===== config.mk =====
export PLATFORM = sky130hd
export DESIGN_NAME = http_response_header_parser
export DESIGN_NICKNAME = d
export VERILOG_FILES = /design/src/hdl/hrhp_pkg.sv /design/src/hdl/hrhp_step.sv /design/src/hdl/http_response_header_parser.sv
export SDC_FILE = /design/constraint.sdc
export NUM_CORES = 1
export LEC_CHECK = 0
export ABC_AREA = 1
export BUFFER_PORTS_ARGS = -buffer_cell sky130_fd_sc_hd__buf_2
export CORE_MARGIN = 5
export CORE_UTILIZATION = 60
export DETAILED_ROUTE_END_ITERATION = 8
export MAX_ROUTING_LAYER = met4
export PLACE_DENSITY = 0.79
export SYNTH_ARGS = -nofsm -noshare
export SYNTH_HDL_FRONTEND = slang
export SYNTH_SLANG_ARGS = --single-unit

===== constraint.sdc =====
create_clock -name clk -period 3.3 [get_ports clk]
set_input_delay 0.495 -clock clk [delete_from_list [all_inputs] [get_ports clk]]
set_output_delay 0.495 -clock clk [all_outputs]
set_load 0.01 [all_outputs]

===== src/hdl/hrhp_pkg.sv =====
package hrhp_pkg;

    // parse phases
    localparam logic [1:0] PH_STATUS  = 2'd0;
    localparam logic [1:0] PH_HEADERS = 2'd1;
    localparam logic [1:0] PH_BODY    = 2'd2;
    localparam logic [1:0] PH_BAD     = 2'd3;

    // number scanner states
    localparam logic [1:0] NS_BEFORE  = 2'd0;
    localparam logic [1:0] NS_SIGN    = 2'd1;
    localparam logic [1:0] NS_DIGITS  = 2'd2;
    localparam logic [1:0] NS_STOPPED = 2'd3;

    // result kinds
    localparam logic [1:0] KIND_HDR  = 2'd0;
    localparam logic [1:0] KIND_DONE = 2'd1;
    localparam logic [1:0] KIND_BODY = 2'd2;
    localparam logic [1:0] KIND_BAD  = 2'd3;

    localparam logic [3:0]  STATUS_PFX_LEN = 4'd8;
    localparam logic [3:0]  CLEN_PFX_LEN   = 4'd15;
    localparam logic [31:0] MAG_CAP        = 32'h8000_0000;
    localparam logic [31:0] LEN_MAX        = 32'h7FFF_FFFF;
    localparam logic [31:0] STATUS_POS_MAX = 32'd32767;
    localparam logic [31:0] STATUS_NEG_MAX = 32'd32768;

    localparam logic [7:0] CH_CR    = 8'h0D;
    localparam logic [7:0] CH_LF    = 8'h0A;
    localparam logic [7:0] CH_PLUS  = 8'h2B;
    localparam logic [7:0] CH_MINUS = 8'h2D;

    typedef struct packed {
        logic [1:0]  phase;
        logic        prev_cr;
        logic [3:0]  match_pos;
        logic [1:0]  num_state;
        logic        num_neg;
        logic [31:0] acc;
        logic [15:0] status;
        logic [30:0] length;
    } parse_state_t;

    typedef struct packed {
        logic [1:0]  kind;
        logic [15:0] status_code;
        logic [30:0] content_length;
        logic [7:0]  body_byte;
    } result_t;

    function automatic logic [7:0] status_char(input logic [3:0] pos);
        logic [7:0] ch;
        unique case (pos)
            4'd0:    ch = "H";
            4'd1:    ch = "T";
            4'd2:    ch = "T";
            4'd3:    ch = "P";
            4'd4:    ch = "/";
            4'd5:    ch = "1";
            4'd6:    ch = ".";
            4'd7:    ch = "1";
            default: ch = 8'h00;
        endcase
        return ch;
    endfunction

    function automatic logic [7:0] clen_char(input logic [3:0] pos);
        logic [7:0] ch;
        unique case (pos)
            4'd0:    ch = "C";
            4'd1:    ch = "O";
            4'd2:    ch = "N";
            4'd3:    ch = "T";
            4'd4:    ch = "E";
            4'd5:    ch = "N";
            4'd6:    ch = "T";
            4'd7:    ch = "-";
            4'd8:    ch = "L";
            4'd9:    ch = "E";
            4'd10:   ch = "N";
            4'd11:   ch = "G";
            4'd12:   ch = "T";
            4'd13:   ch = "H";
            4'd14:   ch = ":";
            default: ch = 8'h00;
        endcase
        return ch;
    endfunction

    function automatic logic is_space(input logic [7:0] c);
        return (c == 8'd32) || (c >= 8'd9 && c <= 8'd13);
    endfunction

endpackage


===== src/hdl/hrhp_step.sv =====
module hrhp_step #(
    parameter int LINE_BUF_BYTES = 256,
    localparam int LC_W = $clog2(LINE_BUF_BYTES - 1)
) (
    input  logic                  op,
    input  logic [7:0]            byte_in,
    input  hrhp_pkg::parse_state_t st,
    input  logic [LC_W-1:0]       lc,
    output hrhp_pkg::parse_state_t st_next,
    output logic [LC_W-1:0]       lc_next,
    output hrhp_pkg::result_t     res
);

    localparam logic [LC_W-1:0] LINE_LIMIT = LC_W'(LINE_BUF_BYTES - 2);
    localparam logic [LC_W-1:0] LC_ONE     = LC_W'(1);

    always_comb
    begin
        logic        is_status;
        logic [3:0]  plen;
        logic [7:0]  exp_ch;
        logic [7:0]  u;
        logic        digit;
        logic [3:0]  d;
        logic [35:0] v;
        logic [31:0] acc_sat;
        logic        ok;
        logic [31:0] m;
        logic [31:0] neg_val;

        is_status = (st.phase == hrhp_pkg::PH_STATUS);
        plen      = is_status ? hrhp_pkg::STATUS_PFX_LEN : hrhp_pkg::CLEN_PFX_LEN;
        exp_ch    = is_status ? hrhp_pkg::status_char(st.match_pos)
                              : hrhp_pkg::clen_char(st.match_pos);
        u         = (!is_status && byte_in >= "a" && byte_in <= "z")
                    ? byte_in - 8'd32 : byte_in;
        digit     = (byte_in >= "0" && byte_in <= "9");
        d         = byte_in[3:0];
        v         = ({4'd0, st.acc} << 3) + ({4'd0, st.acc} << 1) + {32'd0, d};
        acc_sat   = (v >= {4'd0, hrhp_pkg::MAG_CAP}) ? hrhp_pkg::MAG_CAP : v[31:0];
        ok        = (st.match_pos == plen) &&
                    (st.num_state == hrhp_pkg::NS_DIGITS ||
                     st.num_state == hrhp_pkg::NS_STOPPED);
        m         = (st.acc > hrhp_pkg::STATUS_NEG_MAX) ? hrhp_pkg::STATUS_NEG_MAX : st.acc;
        neg_val   = 32'd0 - m;

        st_next       = st;
        lc_next       = lc;
        res.kind      = hrhp_pkg::KIND_HDR;
        res.body_byte = 8'd0;

        if (op)
        begin
            st_next = '0;
            lc_next = '0;
        end
        else if (st.phase == hrhp_pkg::PH_BODY)
        begin
            res.kind      = hrhp_pkg::KIND_BODY;
            res.body_byte = byte_in;
        end
        else if (st.phase == hrhp_pkg::PH_BAD)
        begin
            res.kind = hrhp_pkg::KIND_BAD;
        end
        else if (st.prev_cr && byte_in == hrhp_pkg::CH_LF)
        begin
            if (is_status)
            begin
                if (ok)
                begin
                    if (st.num_neg)
                        st_next.status = neg_val[15:0];
                    else if (st.acc > hrhp_pkg::STATUS_POS_MAX)
                        st_next.status = hrhp_pkg::STATUS_POS_MAX[15:0];
                    else
                        st_next.status = st.acc[15:0];
                    st_next.phase = hrhp_pkg::PH_HEADERS;
                end
                else
                begin
                    st_next.phase = hrhp_pkg::PH_BAD;
                    res.kind      = hrhp_pkg::KIND_BAD;
                end
            end
            else if (lc == LC_ONE)
            begin
                // empty line: headers done
                st_next.phase = hrhp_pkg::PH_BODY;
                res.kind      = hrhp_pkg::KIND_DONE;
            end
            else if (ok && (!st.num_neg || st.acc == 32'd0))
            begin
                st_next.length = (st.acc > hrhp_pkg::LEN_MAX)
                                 ? hrhp_pkg::LEN_MAX[30:0] : st.acc[30:0];
            end
            lc_next           = '0;
            st_next.match_pos = 4'd0;
            st_next.num_state = hrhp_pkg::NS_BEFORE;
            st_next.num_neg   = 1'b0;
            st_next.acc       = 32'd0;
            st_next.prev_cr   = 1'b0;
        end
        else
        begin
            // bytes beyond the line limit only take part in CR LF detection
            if (lc < LINE_LIMIT)
            begin
                lc_next = lc + LC_ONE;
                if (st.num_state != hrhp_pkg::NS_STOPPED)
                begin
                    if (st.match_pos < plen)
                    begin
                        if (u == exp_ch)
                            st_next.match_pos = st.match_pos + 4'd1;
                        else
                            st_next.num_state = hrhp_pkg::NS_STOPPED;
                    end
                    else
                    begin
                        unique case (st.num_state)
                            hrhp_pkg::NS_BEFORE:
                            begin
                                if (hrhp_pkg::is_space(byte_in))
                                begin
                                    st_next.num_state = st.num_state;
                                end
                                else if (byte_in == hrhp_pkg::CH_PLUS ||
                                         byte_in == hrhp_pkg::CH_MINUS)
                                begin
                                    st_next.num_neg   = (byte_in == hrhp_pkg::CH_MINUS);
                                    st_next.num_state = hrhp_pkg::NS_SIGN;
                                end
                                else if (digit)
                                begin
                                    st_next.acc       = {28'd0, d};
                                    st_next.num_state = hrhp_pkg::NS_DIGITS;
                                end
                                else
                                begin
                                    st_next.num_state = hrhp_pkg::NS_STOPPED;
                                    st_next.match_pos = 4'd0;
                                end
                            end
                            hrhp_pkg::NS_SIGN:
                            begin
                                if (digit)
                                begin
                                    st_next.acc       = {28'd0, d};
                                    st_next.num_state = hrhp_pkg::NS_DIGITS;
                                end
                                else
                                begin
                                    st_next.num_state = hrhp_pkg::NS_STOPPED;
                                    st_next.match_pos = 4'd0;
                                end
                            end
                            default:
                            begin
                                if (digit)
                                    st_next.acc = acc_sat;
                                else
                                    st_next.num_state = hrhp_pkg::NS_STOPPED;
                            end
                        endcase
                    end
                end
            end
            st_next.prev_cr = (byte_in == hrhp_pkg::CH_CR);
        end

        res.status_code    = st_next.status;
        res.content_length = st_next.length;
    end

endmodule


===== src/hdl/http_response_header_parser.sv =====
// The result of an accepted input transaction is registered for the master side and
// is shown in the next cycle. Throughput: one byte per cycle unless m_tready stalls;
// the per-byte path is the parse-state update with the shift-add multiply by ten on
// the 32-bit accumulator. Reset: asynchronous, active low; clears the parse state
// and the output valid. No clearing pass is needed after reset.
module http_response_header_parser #(
    parameter int LINE_BUF_BYTES = 256
) (
    input  logic        clk,
    input  logic        rst_n,
    input  logic        s_tvalid,
    output logic        s_tready,
    input  logic [7:0]  s_tdata,   // [7:0] byte_in
    input  logic [0:0]  s_tuser,   // [0] op
    output logic        m_tvalid,
    input  logic        m_tready,
    output logic [55:0] m_tdata,   // [15:0] status_code, [46:16] content_length,
                                   // [54:47] body_byte, [55] zero
    output logic [1:0]  m_tuser    // [1:0] kind
);

    localparam int LC_W = $clog2(LINE_BUF_BYTES - 1);

    hrhp_pkg::parse_state_t state_reg;
    hrhp_pkg::parse_state_t state_next;
    logic [LC_W-1:0]        lc_reg;
    logic [LC_W-1:0]        lc_next;
    hrhp_pkg::result_t      result_reg;
    hrhp_pkg::result_t      result_next;
    logic                   m_valid_reg;
    logic                   accept;

    hrhp_step #(
        .LINE_BUF_BYTES(LINE_BUF_BYTES)
    ) u_step (
        .op      (s_tuser[0]),
        .byte_in (s_tdata),
        .st      (state_reg),
        .lc      (lc_reg),
        .st_next (state_next),
        .lc_next (lc_next),
        .res     (result_next)
    );

    // take a new transaction whenever the output slot frees this cycle
    assign s_tready = !m_valid_reg || m_tready;
    assign accept   = s_tvalid && s_tready;

    always_ff @(posedge clk or negedge rst_n)
    begin
        if (!rst_n)
        begin
            state_reg   <= '0;
            lc_reg      <= '0;
            m_valid_reg <= 1'b0;
        end
        else
        begin
            if (accept)
            begin
                state_reg   <= state_next;
                lc_reg      <= lc_next;
                m_valid_reg <= 1'b1;
            end
            else if (m_tready)
            begin
                m_valid_reg <= 1'b0;
            end
        end
    end

    always_ff @(posedge clk)
    begin
        if (accept)
            result_reg <= result_next;
    end

    assign m_tvalid = m_valid_reg;
    assign m_tdata  = {1'b0, result_reg.body_byte, result_reg.content_length,
                       result_reg.status_code};
    assign m_tuser  = result_reg.kind;

endmodule


[Word level (Yosys, flattened, before mapping)]
Memory sizes are Yosys's and may differ from the RTL's.
Index checks and enable logic that the tools add are counted.
Word-level totals
  memories: 2
  ROM bits: 168
  bits of input ports: 13
  flip-flop bits (word level): 155
  word-level logic and storage cells: 156
Cells by class
  bitwise operators: 1
  order comparisons: 12
  add/subtract/negate cells: 6
  mux-type cells: 58
  eq/ne operators: 25
  reductions and logical operators: 37
Memories
  (name not given): depth 16, width 7, read ports 1, clocked after Yosys merged registers in 0, write ports 0, RTL line hrhp_pkg.sv:69  | unique case (pos)
  (name not given): depth 8, width 7, read ports 1, clocked after Yosys merged registers in 0, write ports 0, RTL line hrhp_pkg.sv:53  | unique case (pos)
Operator list (count)
  $mux W89: 3
  $mux W32: 4
  $mux W31: 4
  $mux W16: 5
  $mux W39: 2
  $mux W33: 2
  $mux W8: 8
  $pmux W32 S2: 1
  $mux W47: 1
  $mux W40: 1
  $add A35 B33 Y36: 1
  $add A36 B4 Y36: 1
  $ge A36 B32 Y1 const B: 1
  $gt A32 B15 Y1 const B: 1
  $gt A32 B16 Y1 const B: 1
  $gt A32 B31 Y1 const B: 1
  $logic_not A32 Y1: 1
  $reduce_and A9 Y1: 3
  $mux W2: 13
  $eq A8 B6 Y1 const B: 3
  $eq A8 B4 Y1 const B: 2
  $mux W4: 4
  $ne A4 B3 Y1 const B: 4
  $sub A1 B16 Y16 const A: 1
  38 further kinds: 71

[Logic depth before layout (Yosys ltp)]
Gate-level depths: netlist (run 1).
  depth in word-level cells: 14
  depth in mapped cells: 19
  depth with buffers taken out: 18

[By module]
From an unflattened synthesis (run 1), not the netlist that was laid out.
Unflattened totals
  cell total of the unflattened synthesis: 2017
  area, all modules: 13379.1 µm²
Modules (own cells, without submodules)
  hrhp_step: seq. area each 0.0 µm², area an instance 7783.7 µm², cells an instance 1533, instances 1
  http_response_header_parser: seq. area each 4164.0 µm², area an instance 5595.4 µm², cells an instance 484, instances 1

[Worst setup path after synthesis (run 1)]
Ideal clock, no wire load.
  path kind: in2reg
  start point: in s_tdata[3]
  end point: reg state_reg[78] in the netlist's numbering
  cell stages on the path: 15
  buffers on the path: 2
  required time: 3.179 ns
  setup slack: 0.331 ns
  data arrival time: 2.848 ns
  cells stage by stage: fa_1 -> inv_1 -> fa_1 -> o21ai_1 -> a21oi_1 -> o21ai_2 -> nand2_1 -> nand3_1 -> nand2_1 -> nor2_1 -> nand3_1 -> buf_2 -> buf_6 -> nand2_1 -> o21ai_1
Between the ends
  cells in the longest elaborated chain, start to end: 13
RTL lines
  start, declared: RTL line http_response_header_parser.sv:13  | input logic [7:0] s_tdata,
  parallel branches: the longest is 13 deep, another holds $add A36 B4 Y36
  end signal, assigned: RTL line http_response_header_parser.sv:61  | state_reg <= state_next;
  end, declared: RTL line http_response_header_parser.sv:24  | hrhp_pkg::parse_state_t state_reg;
Parallel ways; which one is timed is not known. The select of a mux whose other input is x is not followed.
A chain may end at the register's enable or synchronous reset.

[Final worst setup path (run 1)]
  start point: reg state_reg[52] in the netlist's numbering
  end point: reg state_reg[61] in the netlist's numbering
Between the ends
  cells in the longest elaborated chain, start to end: 13
RTL lines
  $add A35 B33 Y36 *: RTL line hrhp_step.sv:39  | v = ({4'd0, st.acc} << 3) + ({4'd0, st.acc} << 1) + {32'd0, d};
  $add A36 B4 Y36 *: RTL line hrhp_step.sv:39
  $ge A36 B32 Y1: RTL line hrhp_step.sv:40  | acc_sat = (v >= {4'd0, hrhp_pkg::MAG_CAP}) ? hrhp_pkg::MAG_CAP : v[31:0];
  $mux W32 *: RTL line hrhp_step.sv:40
  $mux W32 *: RTL line hrhp_step.sv:160  | if (digit)
  $pmux W32 S2 *: RTL line hrhp_step.sv:121  | unique case (st.num_state)
  $mux W33 *: RTL line hrhp_step.sv:112  | if (st.match_pos < plen)
  $mux W39 *: RTL line hrhp_step.sv:110  | if (st.num_state != hrhp_pkg::NS_STOPPED)
  $mux W39 *: RTL line hrhp_step.sv:107  | if (lc < LINE_LIMIT)
  $mux W40 *: RTL line hrhp_step.sv:66  | else if (st.prev_cr && byte_in == hrhp_pkg::CH_LF)
  $mux W89 *: RTL line hrhp_step.sv:62  | else if (st.phase == hrhp_pkg::PH_BAD)
  $mux W89 *: RTL line hrhp_step.sv:57  | else if (st.phase == hrhp_pkg::PH_BODY)
  $mux W89 *: RTL line hrhp_step.sv:52  | if (op)
Mark *: on every way between the ends. The rest lies on a longest branch, timed or not. The select of a mux whose other input is x is not followed.

==> reports/metrics.yaml, run 1 <==
clock-sinks: 155
drive_gt1_share_pct: 11.5
reg2reg_depth: 17
synth_compound_gate_area_share_pct: 13.0
rows: 49
clockBufferDepth: 2
cp-start-kind: "flop"
wl_per_cell_um: 16.1
cp_num_buf_inv: 1
cp_top_family: "simple AND/OR/NAND/NOR gates"
critPathKind: "reg -> reg"
regToRegSetupSlack_ns: 0.22
clockPowerShare_pct: 32.7
start_util_pct: 60.6
synth-adder-area-share_pct: 9.28
synthFlopType: "dfrtp_1"
die_w_um: 144
switching_share_pct: 37.5
worstPathMaxFanout: 29
dp_hpwl_um: 20800
drc: 0
grt_max_degree: 99
avgSynthCellArea_um2: 7.50
cp.arrival_ns: 3.41
largest_reg_flops: 89
grt_pass1_wl_um: 47300
dpl-instance-area_mm2: 0.0115
post-cts-setup-buffer-count: 0
rsz0062_at_grt: "false"
combPwrFrac_pct: 29.3
port_buffers: 71
holdCritPathClass: "in -> async"
syn_to_final_growth_pct: 11.7
stdcell_count: 1755
numCtsBuffers: 17
synth_async_sr_flop_share_pct: 63.2
slowest_stage: "dfrtp_1"
peakVddDrop_mv: 0.630
synthCells: 1441
synth_area_leaders: "dfrtp_1, edfxtp_1, nand2_1"
p_switching_mw: 2.25
syn-num-nets: 1533
synth.largest_area_cell: "dfrtp_1"
ys_types: 61
vias: 10200
power_density_mw_per_mm2: 497
tns_ns: 0
synth_xor_area_share_pct: 2.51
core_mm2: 0.0178
slew_headroom_pct: 55.2
path_clk_slew_ns: 0.07
ys_ff_latch: 155
synthSimpleGateAreaFrac_pct: 29.6
hold_slack_ns: 0.0942
grt_pass1_vias: 9674
finalWirelength_um: 28300
clk_root_buffer_cell: "clkbuf_16"
num_antenna_cells: 0
nNetsFinal: 1605
place_inst: 1723
cpMostUsedCell: "nand2_1"
cts_tree: "done"
design.die.area_mm2: 0.0208
critical_path.max_stage_delay_ns: 0.51
r2r-end: "state_reg[61]$_DFFE_PN0P_"
seq_area_frac_synth_pct: 38.5
status: "completed"
tightest_slew_ns: 0.655
p_int_mw: 3.75
finalClockSkew_ns: 0.0137
period_share_pct: 93.4
synth.cell_area_mm2: 0.0108
yosysMostFrequentCell: "nand2_1"
dpl_worst_slack_ns: 0.0505
synth_common_cells: "nand2_1, nor2_1, inv_1"
antenna_found_initial: 0
num-fill-cells: 1462
leakagePower_nw: 6.04
setup_viol: 0
synth-edff-count: 57
muxShareOfSynthArea_pct: 0
worstSetupEndpointType: "flop"
io_pins: 73
multi_input_area_mm2: 0.00588
synth_top_area_share_pct: 22.7
max_freq_mhz: 324
required_ns: 3.63
synth_top_family_by_area: "simple AND/OR/NAND/NOR gates"
gp_congestion: 0.957
grt-ovfl-total: 0
period_needed_ns: 3.08
grt_use_total_pct: 29.0
cap_violations: 0
clock_latency_ns: 0.43
htree_num_levels: 4
routed_via_density: 5.79
ys.warnings.count: 0
layout_setup_ws_ns: 0.218
pwr-share-seq_pct: 38.0
die_h_um: 144
worstPathCellList: "ha_1 -> ha_1 -> a21oi_1 -> a21boi_0 -> nand2_1 -> nand2_1 -> nand2_1 -> nand2_1 -> nand2_1 -> nand2_1 -> nand2_1 -> nor2_1 -> nand3_1 -> buf_12 -> nor2_1 -> nand2_1 -> o21ai_0"
first_pass_iters: 5
hold_viol: 0
drv_slew: 0
drt_first_iter_violations: 976
seq_area_mm2: 0.00417
reg2reg_from: "state_reg[52]$_DFFE_PN0P_"
drt.antenna.violating_nets: 0
fin_area_mm2: 0.0121
cells by family (layout without fill, tap and decap cells):
family	Yosys count	in the layout
other	1	1
xor gates and xnor gates	31	31
adders and majority gates	79	79
buffers and inverters	185	270
AOI/OAI and AO/OA	246	246
and+or+nand+nor	744	744
DFF	155	155
layout by cell type (no fill, tap or decap), types with 3 or more instances in the layout:
| cell | n |
|---|---|
| clkbuf_16 | 17 |
| clkinvlp_4 | 3 |
| buf_4 | 28 |
| nor3_1 | 42 |
| o31ai_1 | 3 |
| nand2_1 | 394 |
| nor2_2 | 3 |
| a21oi_1 | 69 |
| inv_1 | 124 |
| o22ai_1 | 12 |
| o21bai_1 | 3 |
| a31oi_1 | 11 |
| nand3b_1 | 4 |
| edfxtp_1 | 57 |
| o21a_1 | 3 |
| buf_12 | 3 |
| inv_8 | 3 |
| o41ai_1 | 4 |
| o21ai_1 | 6 |
| xnor2_1 | 11 |
| o211ai_1 | 11 |
| inv_2 | 8 |
| xor2_1 | 20 |
| clkinv_8 | 6 |
| nor4_1 | 7 |
| nand4_1 | 26 |
| inv_6 | 3 |
| nand2_2 | 4 |
| dfrtp_1 | 96 |
| nor2_1 | 168 |
| or2_2 | 4 |
| nand3_1 | 70 |
| buf_2 | 70 |
| ha_1 | 77 |
| and3_1 | 8 |
| o21ai_0 | 108 |
per-stage QoR:
stage	util (%)	power, mW
after floorplan	-	3.53
after global placement	64.3	4.01
after detailed placement	64.3	4.05
after CTS	67.7	6.00
after global routing	67.7	6.35
final	67.7	6.00
cell type report:
class	instances	area share, %
clock buffer	17	3.52
clock inverter	15	1.49
inverter	137	4.31
multi-input combinational	1101	48.7
sequential	155	34.5
tap	229	2.37
timing repair buffer	101	5.14
worst max-delay path by stage:
stage / start / end / cells after the start
finish: state_reg[52]$_DFFE_PN0P_ / state_reg[61]$_DFFE_PN0P_ / 17
CTS: state_reg[52]$_DFFE_PN0P_ / state_reg[61]$_DFFE_PN0P_ / 17
detailed placement: s_tdata[3] / state_reg[48]$_DFFE_PN0P_ / 19
global route: state_reg[52]$_DFFE_PN0P_ / state_reg[61]$_DFFE_PN0P_ / 17
floorplan: s_tdata[3] / state_reg[78]$_DFFE_PN0P_ / 15
global placement: s_tdata[3] / state_reg[48]$_DFFE_PN0P_ / 19
power by group through the flow:
stage	registers, mW	clock network (mW)	logic (mW)
floorplan	2.30	0	1.22
global placement	2.31	0	1.70
detailed placement	2.31	0	1.73
CTS	2.28	1.98	1.75
global route	2.30	2.07	1.99
finish	2.28	1.96	1.76
metal layers:
metal | track usage (%) | vias up | wire length, µm | part of all wire (%)
met5 | - | - | 0 | 0
li1 | - | 4982 | - | -
met2 | 45.6 | 393 | 13200 | 47
met3 | 4.83 | 64 | 1830 | 6.5
met4 | 9.57 | 0 | 819 | 2.9
met1 | 38.5 | 4730 | 12400 | 44
timing repair:
action                     CTS  global route
hold buffers                 0             0
resized for setup            0             2
setup endpoints to repair    0             2
No activity file was read; power rests on OpenSTA's default activity.
==> run 2: changes to the inputs <==
==> constraint.sdc (replaced) <==
create_clock -name clk -period 3.2 [get_ports clk]
set_input_delay 0.48 -clock clk [delete_from_list [all_inputs] [get_ports clk]]
set_output_delay 0.48 -clock clk [all_outputs]
set_load 0.01 [all_outputs]
==> run 2 against run 1 <==
- wire length up 3.3%
- first-iteration DRC count is 13% lower
- fmax is 4.6% higher
- clock power grew 4%
- final cell count up 0.74%
- sequential cell count is the same
- sequential power up 3%
- sequential share of layout area fell by 0.27 points
- utilization grew 0.58 points
- via count rose by 0.36%
- die area unchanged
- total power increased by 3.7%
- largest power group unchanged
- highest routed layer unchanged
==> reports/metrics.yaml, run 2 (same netlist as run 1, synthesis figures left out) <==
grt_pass1_vias: 9678
port_buffers: 71
drive_gt1_share_pct: 12.8
clk_root_buffer_cell: "clkbuf_16"
tns_ns: 0
max_freq_mhz: 339
setup_viol: 0
drc: 0
mostFrequentLayoutCell: "nand2_1"
cap_violations: 0
leakagePower_nw: 6.10
hold_viol: 0
peakVddDrop_mv: 0.437
dp_hpwl_um: 21700
nNetsFinal: 1618
worstPathMaxFanout: 6
place_inst: 1732
clockBufferDepth: 2
routed_via_density: 5.77
holdCritPathClass: "in -> async"
syn_to_final_growth_pct: 12.6
clock_latency_ns: 0.43
stdcell_count: 1768
antenna_found_initial: 0
numCtsBuffers: 17
power_density_mw_per_mm2: 511
slew_headroom_pct: 51.3
critPathKind: "reg -> reg"
cts_tree: "done"
finalWirelength_um: 29200
worstSetupEndpointType: "flop"
met2_usage_pct: 45.9
grt_pass1_wl_um: 48100
num_antenna_cells: 0
mostFrequentLayoutCells: "nand2_1, nor2_1, inv_1"
finalClockSkew_ns: 0.0104
required_ns: 3.54
drv_slew: 0
vias: 10200
drt.antenna.violating_nets: 0
dpl-instance-area_mm2: 0.0115
fin_area_mm2: 0.0122
design.die.area_mm2: 0.0208
largest_reg_flops: 89
grt-ovfl-total: 0
reg2reg_depth: 14
core_mm2: 0.0178
path_clk_slew_ns: 0.07
rows: 49
die_h_um: 144
wl_per_cell_um: 16.5
period_needed_ns: 2.95
gp_congestion: 0.973
clock-sinks: 155
drt_first_iter_violations: 847
status: "completed"
cp-start-kind: "flop"
io_pins: 73
grt_use_met1_pct: 39.8
met3_usage_pct: 5.16
period_share_pct: 92.1
die_w_um: 144
power.total_mw: 6.22
top_usage_layer: "met2"
ctsHoldBuffers: 0
tightest_slew_ns: 0.730
cp.arrival_ns: 3.29
start_util_pct: 60.6
grt_max_degree: 56
rsz0062_at_grt: "false"
htree_num_levels: 4
first_pass_iters: 5
grt_use_total_pct: 29.6
[run 2: cell count changes in the layout (fill, tap and decap cells not counted), moves of 2 or more]
cell,delta
dfrtp_2,+2
nand2_1,-2
nand2_2,+2
dfrtp_1,-2
buf_12,-2
inv_6,-2
buf_4,+13
inv_8,+3
a21oi_1,-4
a21oi_2,+4
[run 2: final cells by class]
class	count	area (µm²)
inverter	137	520
fill	1515	5660
sequential	155	4170
clock buffer	17	425
clock inverter	15	178
multi-input combinational	1102	5910
tap	229	287
timing repair buffer	113	689
[run 2: path summary, 6_finish.rpt]
check                                          startpoint                   endpoint  slack, ns
max in group asynchronous                           rst_n  state_reg[31]$_DFFE_PN0P_       2.22
worst min-delay path                                rst_n  state_reg[21]$_DFFE_PN0P_       0.08
worst max register to register  state_reg[47]$_DFFE_PN0P_  state_reg[52]$_DFFE_PN0P_       0.25
worst max-delay path            state_reg[47]$_DFFE_PN0P_  state_reg[52]$_DFFE_PN0P_       0.25
worst min register to register  state_reg[18]$_DFFE_PN0P_  state_reg[18]$_DFFE_PN0P_       0.48
min in group clk                                 m_tready       m_tvalid$_DFFE_PN0P_       0.36
[run 2: routing by layer]
metal	vias up	part of all wire (%)
li1	5012	-
met4	0	2.5
met1	4765	45
met5	-	0
met3	62	6.0
met2	367	46
[run 2: power by group]
part / internal (mW) / switching [mW] / total [mW] / leakage [nW]
logic: 0.623 / 1.21 / 1.83 / 3.89
clock network: 1.06 / 0.987 / 2.04 / 0.289
registers: 2.20 / 0.147 / 2.35 / 1.92
[run 2: what timing repair did]
item                                    CTS  global route
endpoints found under the setup margin    0            31
resized for setup                         0            12
setup buffers                             0             3
hold endpoints to repair                  0             0
[run 2: stage by stage]
stage | hold WS, ns | worst slack (ns) | util, %
after floorplan | 0.184 | 0.246 | -
after global placement | 0.456 | 0.0398 | 64.5
after detailed placement | 0.464 | -0.0546 | 64.5
after CTS | 0.113 | 0.168 | 67.9
after global routing | 0.149 | 0.00135 | 68.3
final | 0.0805 | 0.253 | 68.3
[run 2: worst max-delay path: stages, from the launching register on]
cell	delay, ns
dfrtp_1	0.41
fa_1	0.54
inv_1	0.07
fa_1	0.46
o21ai_2	0.21
a21oi_1	0.14
o21ai_2	0.15
nand2_1	0.09
nand3_1	0.07
nand2_1	0.05
nor2_1	0.09
nand3_1	0.11
buf_4	0.19
buf_4	0.16
o22ai_1	0.14
